**src/rtl/lfuc_pkg.sv**
```systemverilog
// Shared types, widths and codes for the use-count ordered record cache.
// Depends on nothing; used by rtl/lfu_ordered_record_cache_top.sv.
package lfuc_pkg;

  localparam int DEPTH       = 16;
  localparam int COUNT_WIDTH = 16;

  localparam int IDX_W  = $clog2(DEPTH);
  localparam int OCC_W  = $clog2(DEPTH + 1);
  localparam int CAP_W  = 5;
  localparam int WIDE_W = (OCC_W > CAP_W) ? OCC_W : CAP_W;
  localparam int ACT_W  = 2;
  localparam int TAG_W  = 64;
  localparam int OFF_W  = 32;
  localparam int BODY_W = 64;
  localparam int RANK_W = 4;

  localparam logic [CAP_W-1:0]       CAP_RESET = 5'd16;
  localparam logic [COUNT_WIDTH-1:0] CNT_MAX   = {COUNT_WIDTH{1'b1}};

  // Action codes
  localparam logic [ACT_W-1:0] ACT_ADD      = 2'd0;
  localparam logic [ACT_W-1:0] ACT_SRCH_TAG = 2'd1;
  localparam logic [ACT_W-1:0] ACT_SRCH_OFF = 2'd2;

  typedef struct packed {
    logic [TAG_W-1:0]       tag;
    logic [OFF_W-1:0]       off;
    logic [BODY_W-1:0]      body;
    logic [COUNT_WIDTH-1:0] cnt;
  } entry_t;

  typedef enum logic [2:0] {
    ST_IDLE,
    ST_SCAN,
    ST_RANK,
    ST_SHIFT,
    ST_PLACE,
    ST_RESP
  } state_t;

endpackage

```
**src/rtl/lfu_ordered_record_cache_top.sv**
```systemverilog
// Use-count ordered record cache: top level with the entry memory and its sequencer.
// Depends on rtl/lfuc_pkg.sv.
//
// Usage
//   Input channel (in_valid / in_stall): one transaction is an add, a search by name
//   tag or a search by offset. A transaction is taken only while the sequencer is
//   idle; in_stall is high for the whole time one transaction is at work.
//   Result channel (out_valid / out_stall): exactly one result transaction per input
//   transaction, held in an output register until the receiver takes it. A stalled
//   receiver holds the finished result; the next input transaction is still taken
//   while that result waits, and its own result waits in the sequencer until the
//   output register is free.
//   Configuration (cfg_valid / cfg_ready / cfg_capacity): write the capacity while idle.
// Sequence
//   All entries live in one synchronous memory with one read and one write per cycle.
//   An add writes in its accept cycle, then presents its result. A search reads the
//   entries from the head to the first match, reads them again for the first lower
//   use count, then moves each displaced entry through the read port, writes the
//   matched entry and presents the result. Transactions are handled one at a time.
// Reset
//   Synchronous, active low: capacity returns to 16, occupancy to zero, the output
//   register empties. Memory contents are not cleared; only occupied entries are read.
module lfu_ordered_record_cache_top (
  input  logic                            clk,
  input  logic                            rst_n,
  // input channel
  input  logic                            in_valid,
  output logic                            in_stall,
  input  logic [lfuc_pkg::ACT_W-1:0]      in_action,
  input  logic [lfuc_pkg::TAG_W-1:0]      in_name_tag,
  input  logic [lfuc_pkg::OFF_W-1:0]      in_record_offset,
  input  logic [lfuc_pkg::BODY_W-1:0]     in_payload,
  // result channel
  output logic                            out_valid,
  input  logic                            out_stall,
  output logic                            out_found,
  output logic [lfuc_pkg::TAG_W-1:0]      out_found_name_tag,
  output logic [lfuc_pkg::OFF_W-1:0]      out_found_offset,
  output logic [lfuc_pkg::BODY_W-1:0]     out_found_payload,
  output logic [lfuc_pkg::RANK_W-1:0]     out_new_rank,
  // configuration
  input  logic                            cfg_valid,
  output logic                            cfg_ready,
  input  logic [lfuc_pkg::CAP_W-1:0]      cfg_capacity
);

  localparam int IDX_W  = lfuc_pkg::IDX_W;
  localparam int OCC_W  = lfuc_pkg::OCC_W;
  localparam int WIDE_W = lfuc_pkg::WIDE_W;

  // ------------------------------------------------------------------
  // Entry memory: one write port, one registered read port
  // ------------------------------------------------------------------
  lfuc_pkg::entry_t mem_r [lfuc_pkg::DEPTH];
  lfuc_pkg::entry_t rd_q_r;
  logic             mem_rd_en;
  logic [IDX_W-1:0] mem_rd_addr;
  logic             mem_wr_en;
  logic [IDX_W-1:0] mem_wr_addr;
  lfuc_pkg::entry_t mem_wr_data;

  always_ff @(posedge clk) begin
    if (mem_wr_en) begin
      mem_r[mem_wr_addr] <= mem_wr_data;
    end
    if (mem_rd_en) begin
      rd_q_r <= mem_r[mem_rd_addr];
    end
  end

  // ------------------------------------------------------------------
  // Control and working registers
  // ------------------------------------------------------------------
  lfuc_pkg::state_t               state_r, state_nxt;
  logic [lfuc_pkg::CAP_W-1:0]     cap_r;
  logic [OCC_W-1:0]               occ_r, occ_nxt;
  logic [OCC_W-1:0]               ptr_r, ptr_nxt;       // next address to read
  logic                           chk_vld_r, chk_vld_nxt; // rd_q_r holds a fresh read
  logic [IDX_W-1:0]               chk_idx_r, chk_idx_nxt; // address of rd_q_r
  logic                           iss_done_r, iss_done_nxt;
  logic                           dn_r, dn_nxt;         // shift towards the tail
  logic [IDX_W-1:0]               m_r, m_nxt;           // matched position
  logic [IDX_W-1:0]               dst_r, dst_nxt;       // final position
  lfuc_pkg::entry_t               s_r, s_nxt;           // matched entry, count raised
  logic                           res_found_r, res_found_nxt;
  logic [lfuc_pkg::ACT_W-1:0]     req_act_r;
  logic [lfuc_pkg::TAG_W-1:0]     req_tag_r;
  logic [lfuc_pkg::OFF_W-1:0]     req_off_r;

  logic                           out_valid_r;
  logic                           out_found_r;
  logic [lfuc_pkg::TAG_W-1:0]     out_tag_r;
  logic [lfuc_pkg::OFF_W-1:0]     out_off_r;
  logic [lfuc_pkg::BODY_W-1:0]    out_body_r;
  logic [lfuc_pkg::RANK_W-1:0]    out_rank_r;

  logic in_acc;
  logic out_free;
  logic cfg_acc;

  assign in_stall  = (state_r != lfuc_pkg::ST_IDLE);
  assign cfg_ready = (state_r == lfuc_pkg::ST_IDLE);
  assign in_acc    = in_valid && !in_stall;
  assign cfg_acc   = cfg_valid && cfg_ready;
  assign out_free  = !out_valid_r || !out_stall;

  // Effective capacity: zero counts as one, anything above DEPTH saturates
  logic [WIDE_W-1:0] cap_wide;
  logic [OCC_W-1:0]  eff_cap;

  always_comb begin
    cap_wide = WIDE_W'(cap_r);
    if (cap_r == '0) begin
      eff_cap = OCC_W'(1);
    end else if (cap_wide > WIDE_W'(lfuc_pkg::DEPTH)) begin
      eff_cap = OCC_W'(lfuc_pkg::DEPTH);
    end else begin
      eff_cap = OCC_W'(cap_wide);
    end
  end

  // Comparisons on the freshly read entry
  logic key_eq;
  logic scan_hit;
  logic scan_end;
  logic cnt_lower;
  logic shift_last;
  logic [IDX_W-1:0] lower_dst;

  always_comb begin
    if (req_act_r == lfuc_pkg::ACT_SRCH_TAG) begin
      key_eq = (rd_q_r.tag == req_tag_r);
    end else begin
      key_eq = (rd_q_r.off == req_off_r);
    end
  end

  assign scan_hit   = chk_vld_r && key_eq;
  assign scan_end   = !chk_vld_r && (ptr_r == occ_r);
  assign cnt_lower  = chk_vld_r && (chk_idx_r != m_r) && (rd_q_r.cnt < s_r.cnt);
  assign shift_last = chk_vld_r && (chk_idx_r == dst_r);
  // an entry ahead of the match takes its place; one behind it leaves room before it
  assign lower_dst  = (chk_idx_r < m_r) ? chk_idx_r : chk_idx_r - IDX_W'(1);

  // ------------------------------------------------------------------
  // Next state
  // ------------------------------------------------------------------
  always_comb begin
    state_nxt = state_r;
    case (state_r)
      lfuc_pkg::ST_IDLE: begin
        if (in_acc) begin
          if (in_action inside {lfuc_pkg::ACT_SRCH_TAG, lfuc_pkg::ACT_SRCH_OFF}) begin
            state_nxt = lfuc_pkg::ST_SCAN;
          end else begin
            state_nxt = lfuc_pkg::ST_RESP;
          end
        end
      end
      lfuc_pkg::ST_SCAN: begin
        if (scan_hit) begin
          state_nxt = lfuc_pkg::ST_RANK;
        end else if (scan_end) begin
          state_nxt = lfuc_pkg::ST_RESP;
        end
      end
      lfuc_pkg::ST_RANK: begin
        if (cnt_lower) begin
          state_nxt = (lower_dst != m_r) ? lfuc_pkg::ST_SHIFT : lfuc_pkg::ST_PLACE;
        end else if (scan_end) begin
          state_nxt = lfuc_pkg::ST_PLACE;
        end
      end
      lfuc_pkg::ST_SHIFT: begin
        if (shift_last) begin
          state_nxt = lfuc_pkg::ST_PLACE;
        end
      end
      lfuc_pkg::ST_PLACE: begin
        state_nxt = lfuc_pkg::ST_RESP;
      end
      lfuc_pkg::ST_RESP: begin
        if (out_free) begin
          state_nxt = lfuc_pkg::ST_IDLE;
        end
      end
      default: begin
        state_nxt = lfuc_pkg::ST_IDLE;
      end
    endcase
  end

  // ------------------------------------------------------------------
  // Memory controls and working values
  // ------------------------------------------------------------------
  always_comb begin
    mem_rd_en     = 1'b0;
    mem_rd_addr   = ptr_r[IDX_W-1:0];
    mem_wr_en     = 1'b0;
    mem_wr_addr   = dst_r;
    mem_wr_data   = s_r;
    ptr_nxt       = ptr_r;
    chk_vld_nxt   = 1'b0;
    chk_idx_nxt   = ptr_r[IDX_W-1:0];
    iss_done_nxt  = iss_done_r;
    dn_nxt        = dn_r;
    m_nxt         = m_r;
    dst_nxt       = dst_r;
    s_nxt         = s_r;
    res_found_nxt = res_found_r;
    occ_nxt       = occ_r;

    case (state_r)
      lfuc_pkg::ST_IDLE: begin
        if (in_acc) begin
          ptr_nxt       = '0;
          res_found_nxt = 1'b0;
          if (in_action == lfuc_pkg::ACT_ADD) begin
            // append while below capacity, else overwrite the tail
            mem_wr_en        = 1'b1;
            mem_wr_data.tag  = in_name_tag;
            mem_wr_data.off  = in_record_offset;
            mem_wr_data.body = in_payload;
            mem_wr_data.cnt  = '0;
            if (occ_r < eff_cap) begin
              mem_wr_addr = occ_r[IDX_W-1:0];
              occ_nxt     = occ_r + OCC_W'(1);
            end else begin
              mem_wr_addr = IDX_W'(occ_r - OCC_W'(1));
            end
          end
        end
      end
      lfuc_pkg::ST_SCAN, lfuc_pkg::ST_RANK: begin
        if (ptr_r < occ_r) begin
          mem_rd_en   = 1'b1;
          chk_vld_nxt = 1'b1;
          ptr_nxt     = ptr_r + OCC_W'(1);
        end
        if (state_r == lfuc_pkg::ST_SCAN && scan_hit) begin
          // raise the count, saturating, and restart the walk for the rank
          m_nxt         = chk_idx_r;
          dst_nxt       = chk_idx_r;
          s_nxt         = rd_q_r;
          s_nxt.cnt     = (rd_q_r.cnt == lfuc_pkg::CNT_MAX) ? rd_q_r.cnt
                                                            : rd_q_r.cnt + 1'b1;
          res_found_nxt = 1'b1;
          ptr_nxt       = '0;
          chk_vld_nxt   = 1'b0;
        end
        if (state_r == lfuc_pkg::ST_RANK && cnt_lower) begin
          dst_nxt      = lower_dst;
          dn_nxt       = (chk_idx_r < m_r);
          iss_done_nxt = 1'b0;
          chk_vld_nxt  = 1'b0;
          if (chk_idx_r < m_r) begin
            ptr_nxt = OCC_W'(m_r) - OCC_W'(1);
          end else begin
            ptr_nxt = OCC_W'(m_r) + OCC_W'(1);
          end
        end
      end
      lfuc_pkg::ST_SHIFT: begin
        // read one entry, write it one place over in the next cycle
        if (!iss_done_r) begin
          mem_rd_en   = 1'b1;
          chk_vld_nxt = 1'b1;
          if (ptr_r[IDX_W-1:0] == dst_r) begin
            iss_done_nxt = 1'b1;
          end else if (dn_r) begin
            ptr_nxt = ptr_r - OCC_W'(1);
          end else begin
            ptr_nxt = ptr_r + OCC_W'(1);
          end
        end
        if (chk_vld_r) begin
          mem_wr_en   = 1'b1;
          mem_wr_data = rd_q_r;
          mem_wr_addr = dn_r ? chk_idx_r + IDX_W'(1) : chk_idx_r - IDX_W'(1);
        end
      end
      lfuc_pkg::ST_PLACE: begin
        mem_wr_en   = 1'b1;
        mem_wr_addr = dst_r;
        mem_wr_data = s_r;
      end
      lfuc_pkg::ST_RESP: begin
        // hold until the output register frees
      end
      default: begin
      end
    endcase
  end

  // ------------------------------------------------------------------
  // Registers
  // ------------------------------------------------------------------
  always_ff @(posedge clk) begin
    if (!rst_n) begin
      state_r     <= lfuc_pkg::ST_IDLE;
      cap_r       <= lfuc_pkg::CAP_RESET;
      occ_r       <= '0;
      chk_vld_r   <= 1'b0;
      iss_done_r  <= 1'b0;
      res_found_r <= 1'b0;
      out_valid_r <= 1'b0;
    end else begin
      state_r     <= state_nxt;
      occ_r       <= occ_nxt;
      chk_vld_r   <= chk_vld_nxt;
      iss_done_r  <= iss_done_nxt;
      res_found_r <= res_found_nxt;
      if (cfg_acc) begin
        cap_r <= cfg_capacity;
      end
      if (state_r == lfuc_pkg::ST_RESP && out_free) begin
        out_valid_r <= 1'b1;
      end else if (!out_stall) begin
        out_valid_r <= 1'b0;
      end
    end
  end

  always_ff @(posedge clk) begin
    ptr_r     <= ptr_nxt;
    chk_idx_r <= chk_idx_nxt;
    dn_r      <= dn_nxt;
    m_r       <= m_nxt;
    dst_r     <= dst_nxt;
    s_r       <= s_nxt;
    if (in_acc) begin
      req_act_r <= in_action;
      req_tag_r <= in_name_tag;
      req_off_r <= in_record_offset;
    end
    // load the result; a miss, an add or an unused action reads as all zero
    if (state_r == lfuc_pkg::ST_RESP && out_free) begin
      out_found_r <= res_found_r;
      out_tag_r   <= res_found_r ? s_r.tag  : '0;
      out_off_r   <= res_found_r ? s_r.off  : '0;
      out_body_r  <= res_found_r ? s_r.body : '0;
      out_rank_r  <= res_found_r ? lfuc_pkg::RANK_W'(dst_r) : '0;
    end
  end

  assign out_valid          = out_valid_r;
  assign out_found          = out_found_r;
  assign out_found_name_tag = out_tag_r;
  assign out_found_offset   = out_off_r;
  assign out_found_payload  = out_body_r;
  assign out_new_rank       = out_rank_r;

  // ------------------------------------------------------------------
  // Assertions
  // ------------------------------------------------------------------
  // The shift walk never reads the entry it writes in the same cycle
  a_no_rw_same_entry: assert property (@(posedge clk) disable iff (!rst_n)
    (mem_rd_en && mem_wr_en) |-> (mem_rd_addr != mem_wr_addr))
    else $error("read and write of the same entry in one cycle");

  // Occupancy stays within the memory
  a_occ_bound: assert property (@(posedge clk) disable iff (!rst_n)
    occ_r <= OCC_W'(lfuc_pkg::DEPTH))
    else $error("occupancy beyond depth");

  // A new result appears only out of the response state
  a_result_source: assert property (@(posedge clk) disable iff (!rst_n)
    (out_valid_r && !$past(out_valid_r && out_stall)) |-> $past(state_r == lfuc_pkg::ST_RESP))
    else $error("result loaded outside the response state");

  // An accepted transaction always leaves idle
  a_accept_busy: assert property (@(posedge clk) disable iff (!rst_n)
    in_acc |=> (state_r != lfuc_pkg::ST_IDLE))
    else $error("accepted transaction left the sequencer idle");

  // The final position lies inside the occupied range once a match is placed
  a_place_in_range: assert property (@(posedge clk) disable iff (!rst_n)
    (state_r == lfuc_pkg::ST_PLACE) |-> (OCC_W'(dst_r) < occ_r))
    else $error("placement beyond occupancy");

endmodule

```
**config.mk**
```make
export PLATFORM = sky130hd
export DESIGN_NAME = lfu_ordered_record_cache_top
export DESIGN_NICKNAME = d
export VERILOG_FILES = /design/src/rtl/lfuc_pkg.sv /design/src/rtl/lfu_ordered_record_cache_top.sv
export SDC_FILE = /design/constraint.sdc
export NUM_CORES = 2
export LEC_CHECK = 0
export ABC_AREA = 0
export BUFFER_PORTS_ARGS = -buffer_cell sky130_fd_sc_hd__buf_4
export CAP_MARGIN = 20
export CORE_ASPECT_RATIO = 0.6
export CORE_UTILIZATION = 25
export DETAILED_ROUTE_END_ITERATION = 10
export PLACE_DENSITY = 0.43
export SYNTH_ARGS = -nofsm -noshare
export SYNTH_HDL_FRONTEND = slang
export SYNTH_SLANG_ARGS = --single-unit
```
**constraint.sdc**
```tcl
create_clock -name clk -period 25.1 [get_ports clk]
set_input_delay 0 -clock clk [delete_from_list [all_inputs] [get_ports clk]]
set_output_delay 0 -clock clk [all_outputs]
set_load 0.05 [all_outputs]
```
==> reports/qor.csv <==
stage,metric,value,unit
hold_path,Worst Hold End,req_tag_r[0],
grt,GRT Residual Overflow,0,
yosys,Synth Flop Type,edfxtp_1,
final_layout,"commonest cells after routing, fill and taps aside","3445 x edfxtp_1, 880 x mux4_2, 459 x buf_4",
cts,"CTS clk-pin slew, worst paths",80,ps
power,clock power share,0.320,
detailed_routing,1st-iter DRT viols,7178,
cts,CTS Buf Count,347,
detailed_routing,"antenna viol nets, final",0,
grt,first-pass GRT wire length,554,mm
yosys,"EDFF count, synth",3445,
grt,initial antenna violation count,39,
cts,# resized after CTS,0,
yosys,synthesized area,0.132,mm^2
yosys,cell taking the most area after synthesis,edfxtp_1,
detailed_routing,Vias/cell,4.66,
sta,hold slack,68.7,ps
status,failing checks,DRC,
sta,fin crit period,7700,ps
power,Logic pwr share,0.240,
hold_path,Worst Min Path Start,in_name_tag[0],
sta,f_max,130,MHz
setup_path,Setup CP Type,reg2reg,
yosys,Synth cell types,70,
final_layout,"commonest non-fill, non-tap cell in the layout",edfxtp_1,
grt,GR Util All Layers,0.147,
floorplanning,Die W,939,um
sta,Worst Clk Skew,69.2,ps
setup_path,Worst EP arrival,8290,ps
flow_run,total of max-cap violations,0,
cts,"Hold-fix buffers, CTS",277,
power,Pwr Total,16.0,mW
setup_path,CP startpoint,state_r[1],
detailed_routing,drt drc,16,
final_layout,Syn-to-layout area delta,19.3,%
final_layout,Final Cell Area,0.157,mm^2
setup_path,worst reg2reg startpoint,state_r[1],
place,IO buf count,339,
power,maximum vdd drop,0.0000896,V
sta,endpoints failing hold,0,
floorplanning,Die H,564,um
hold_path,worst hold path class,in2reg,
cts,Longest Clk Path Bufs,4,
yosys,syn nets,5856,
cts,later-pin clock latency in the skew report,990,ps
floorplanning,die area,0.530,mm^2
place,Post-DP Area,0.143,mm^2
setup_path,reg2reg path depth,12,
power,switching share of power,0.290,
setup_path,Setup crit end kind,register,
place,detailed placer's ending HPWL,224,mm
cts,post-CTS setup buffer count,0,
power,Flop pwr share,0.440,
cts,H-Tree Depth,5,
sta,RSZ-0062 raised after global routing,false,
setup_path,Worst setup SP type,register,
final_layout,fraction of layout cells with a size suffix above 1,0.278,
yosys,Synth Register Bits,3466,
cts,CTS Root Cell,clkbuf_16,
yosys,Async SR Flop Fraction,0,
yosys,sequential share of the synthesized area,0.788,
yosys,largest cells by area after synthesis,"edfxtp_1 78%, mux4_2 15%, a222oi_1 1.2%",
floorplanning,Site Rows,206,
place,Placer Congestion,0.767,
final_layout,Final nets,6684,
detailed_routing,final wirelength,401,mm
yosys,cells after synthesis,5644,
grt,vias in the first global route,65639,
yosys,share of the synthesized area in the top cell type,0.785,
floorplanning,CORE AREA,0.525,mm^2
sta,Final Setup Violations,0,
cts,CTS tree,built,
detailed_routing,routed via count,63950,
floorplanning,initial core utilization,0.251,
final_layout,"Core Util, Final",0.300,
sta,Worst-Margin Slew,1490,ps
floorplanning,num ports,340,
hold_path,WHS Path Cells,2,
setup_path,RR Endpoint,mem_r[4][159],
power,Power Dens Cells,102,mW/mm^2
sta,max-slew violation count,0,
sta,Final Cycle Share,0.307,
power,switching pwr,4.66,mW
setup_path,Worst Path Max Fanout,84,
detailed_routing,iteration count of the initial detailed-routing pass,11,
status,status,"complete, but fails checks",
detailed_routing,post-DR wirelength/cell,29.2,um
setup_path,flop-to-flop setup slack,17400,ps
power,P_leak,48.9,nW
yosys,Mapped Avg Cell Area,23.4,um^2
grt,maximum number of pins on one net before global-route repair,136,
sta,TNS Setup,0,ps
setup_path,"Data required, critical path",25690,ps
yosys,Synth warnings,0,
sta,Slew HR,0.00971,
cts,CTS Sinks,3466,
power,Internal,11.4,mW
## synthesized netlist by cell type (39+ instances only)
cell type / number
a222oi_1: 160
and2_1: 169
buf_1: 61
buf_2: 53
clkbuf_1: 167
edfxtp_1: 3445
ha_1: 39
inv_1: 197
mux4_2: 880
nor2_1: 59
xnor2_1: 109
## per-stage QoR
| stage | std cells | setup WS (ps) |
|---|---|---|
| 2_1_floorplan | 5644 | 13960 |
| 3_3_place_gp | 12808 | 17390 |
| 3_5_place_dp | 12809 | 17270 |
| 4_1_cts | 13708 | 17210 |
| 5_1_grt | 13714 | 17050 |
| 6_report | 13723 | 17400 |
## layout make-up
| class | instances | area [um^2] |
|---|---|---|
| Tap cell | 6968 | 8720 |
| Inverter | 199 | 747 |
| Clock inverter | 191 | 1740 |
| Clock buffer | 431 | 9180 |
| Antenna cell | 10 | 25.0 |
| Multi-Input combinational cell | 1698 | 26300 |
| Fill cell | 50541 | 368000 |
| Sequential cell | 3466 | 104000 |
| Timing Repair Buffer | 760 | 6720 |
## routing by layer
layer | up-vias | GRT usage | share of wire
met5 | - | 0 | 0.000025
met3 | 435 | 0.0242 | 0.058
li1 | 25705 | - | -
met4 | 2 | 0.0270 | 0.019
met1 | 35715 | 0.220 | 0.47
met2 | 2093 | 0.228 | 0.45
## flip-flops by register name, indices dropped and copies added, names as in the netlist
register	flops
occ_r	5
out_valid	1
req_off_r	32
out_found_payload	64
dst_r	4
req_act_r	2
state_r	3
out_found_offset	32
s_r	176
iss_done_r	1
cap_r	5
out_found	1
out_new_rank	4
dn_r	1
res_found_r	1
m_r	4
rd_q_r	176
req_tag_r	64
chk_idx_r	4
mem_r	2816
chk_vld_r	1
ptr_r	5
out_found_name_tag	64
## kinds of logic after synthesis
group | share of synthesized area
buf+inv | 0.0142
fa+ha+maj | 0.00385
mux | 0.151
xor+xnor | 0.00928
flops | 0.788
compound gates | 0.0178
simple gates | 0.0158
## worst max-delay path by stage
stage                          endpoint  slack [ps]
final                     mem_r[4][159]       17400
after global routing      mem_r[4][146]       17050
after CTS                 mem_r[4][108]       17210
after detailed placement  mem_r[4][146]       17270
after global placement     mem_r[4][98]       17390
after floorplan               chk_vld_r       13960
## worst max-delay path, stage by stage, from the launching register on
cell      delay (ps)
dfxtp_1          520
nor2b_1          280
nand2_1          320
nor2_4           630
buf_12           490
a22oi_1          180
nand3_1          170
nand2b_1         260
nor2_4           930
buf_4            820
buf_4            930
buf_4            740
buf_4            760
## power by group through the flow
| stage | Combinational, mW | Sequential, mW | Clock, mW |
|---|---|---|---|
| 6_report | 3.86 | 7.06 | 5.13 |
| 5_1_grt | 4.10 | 7.09 | 5.48 |
| 4_1_cts | 3.95 | 7.06 | 5.28 |
| 3_5_place_dp | 3.88 | 7.18 | 0 |
| 3_3_place_gp | 3.88 | 7.18 | 0 |
| 2_1_floorplan | 2.42 | 7.28 | 0 |
(Power assumes the default switching activity.)
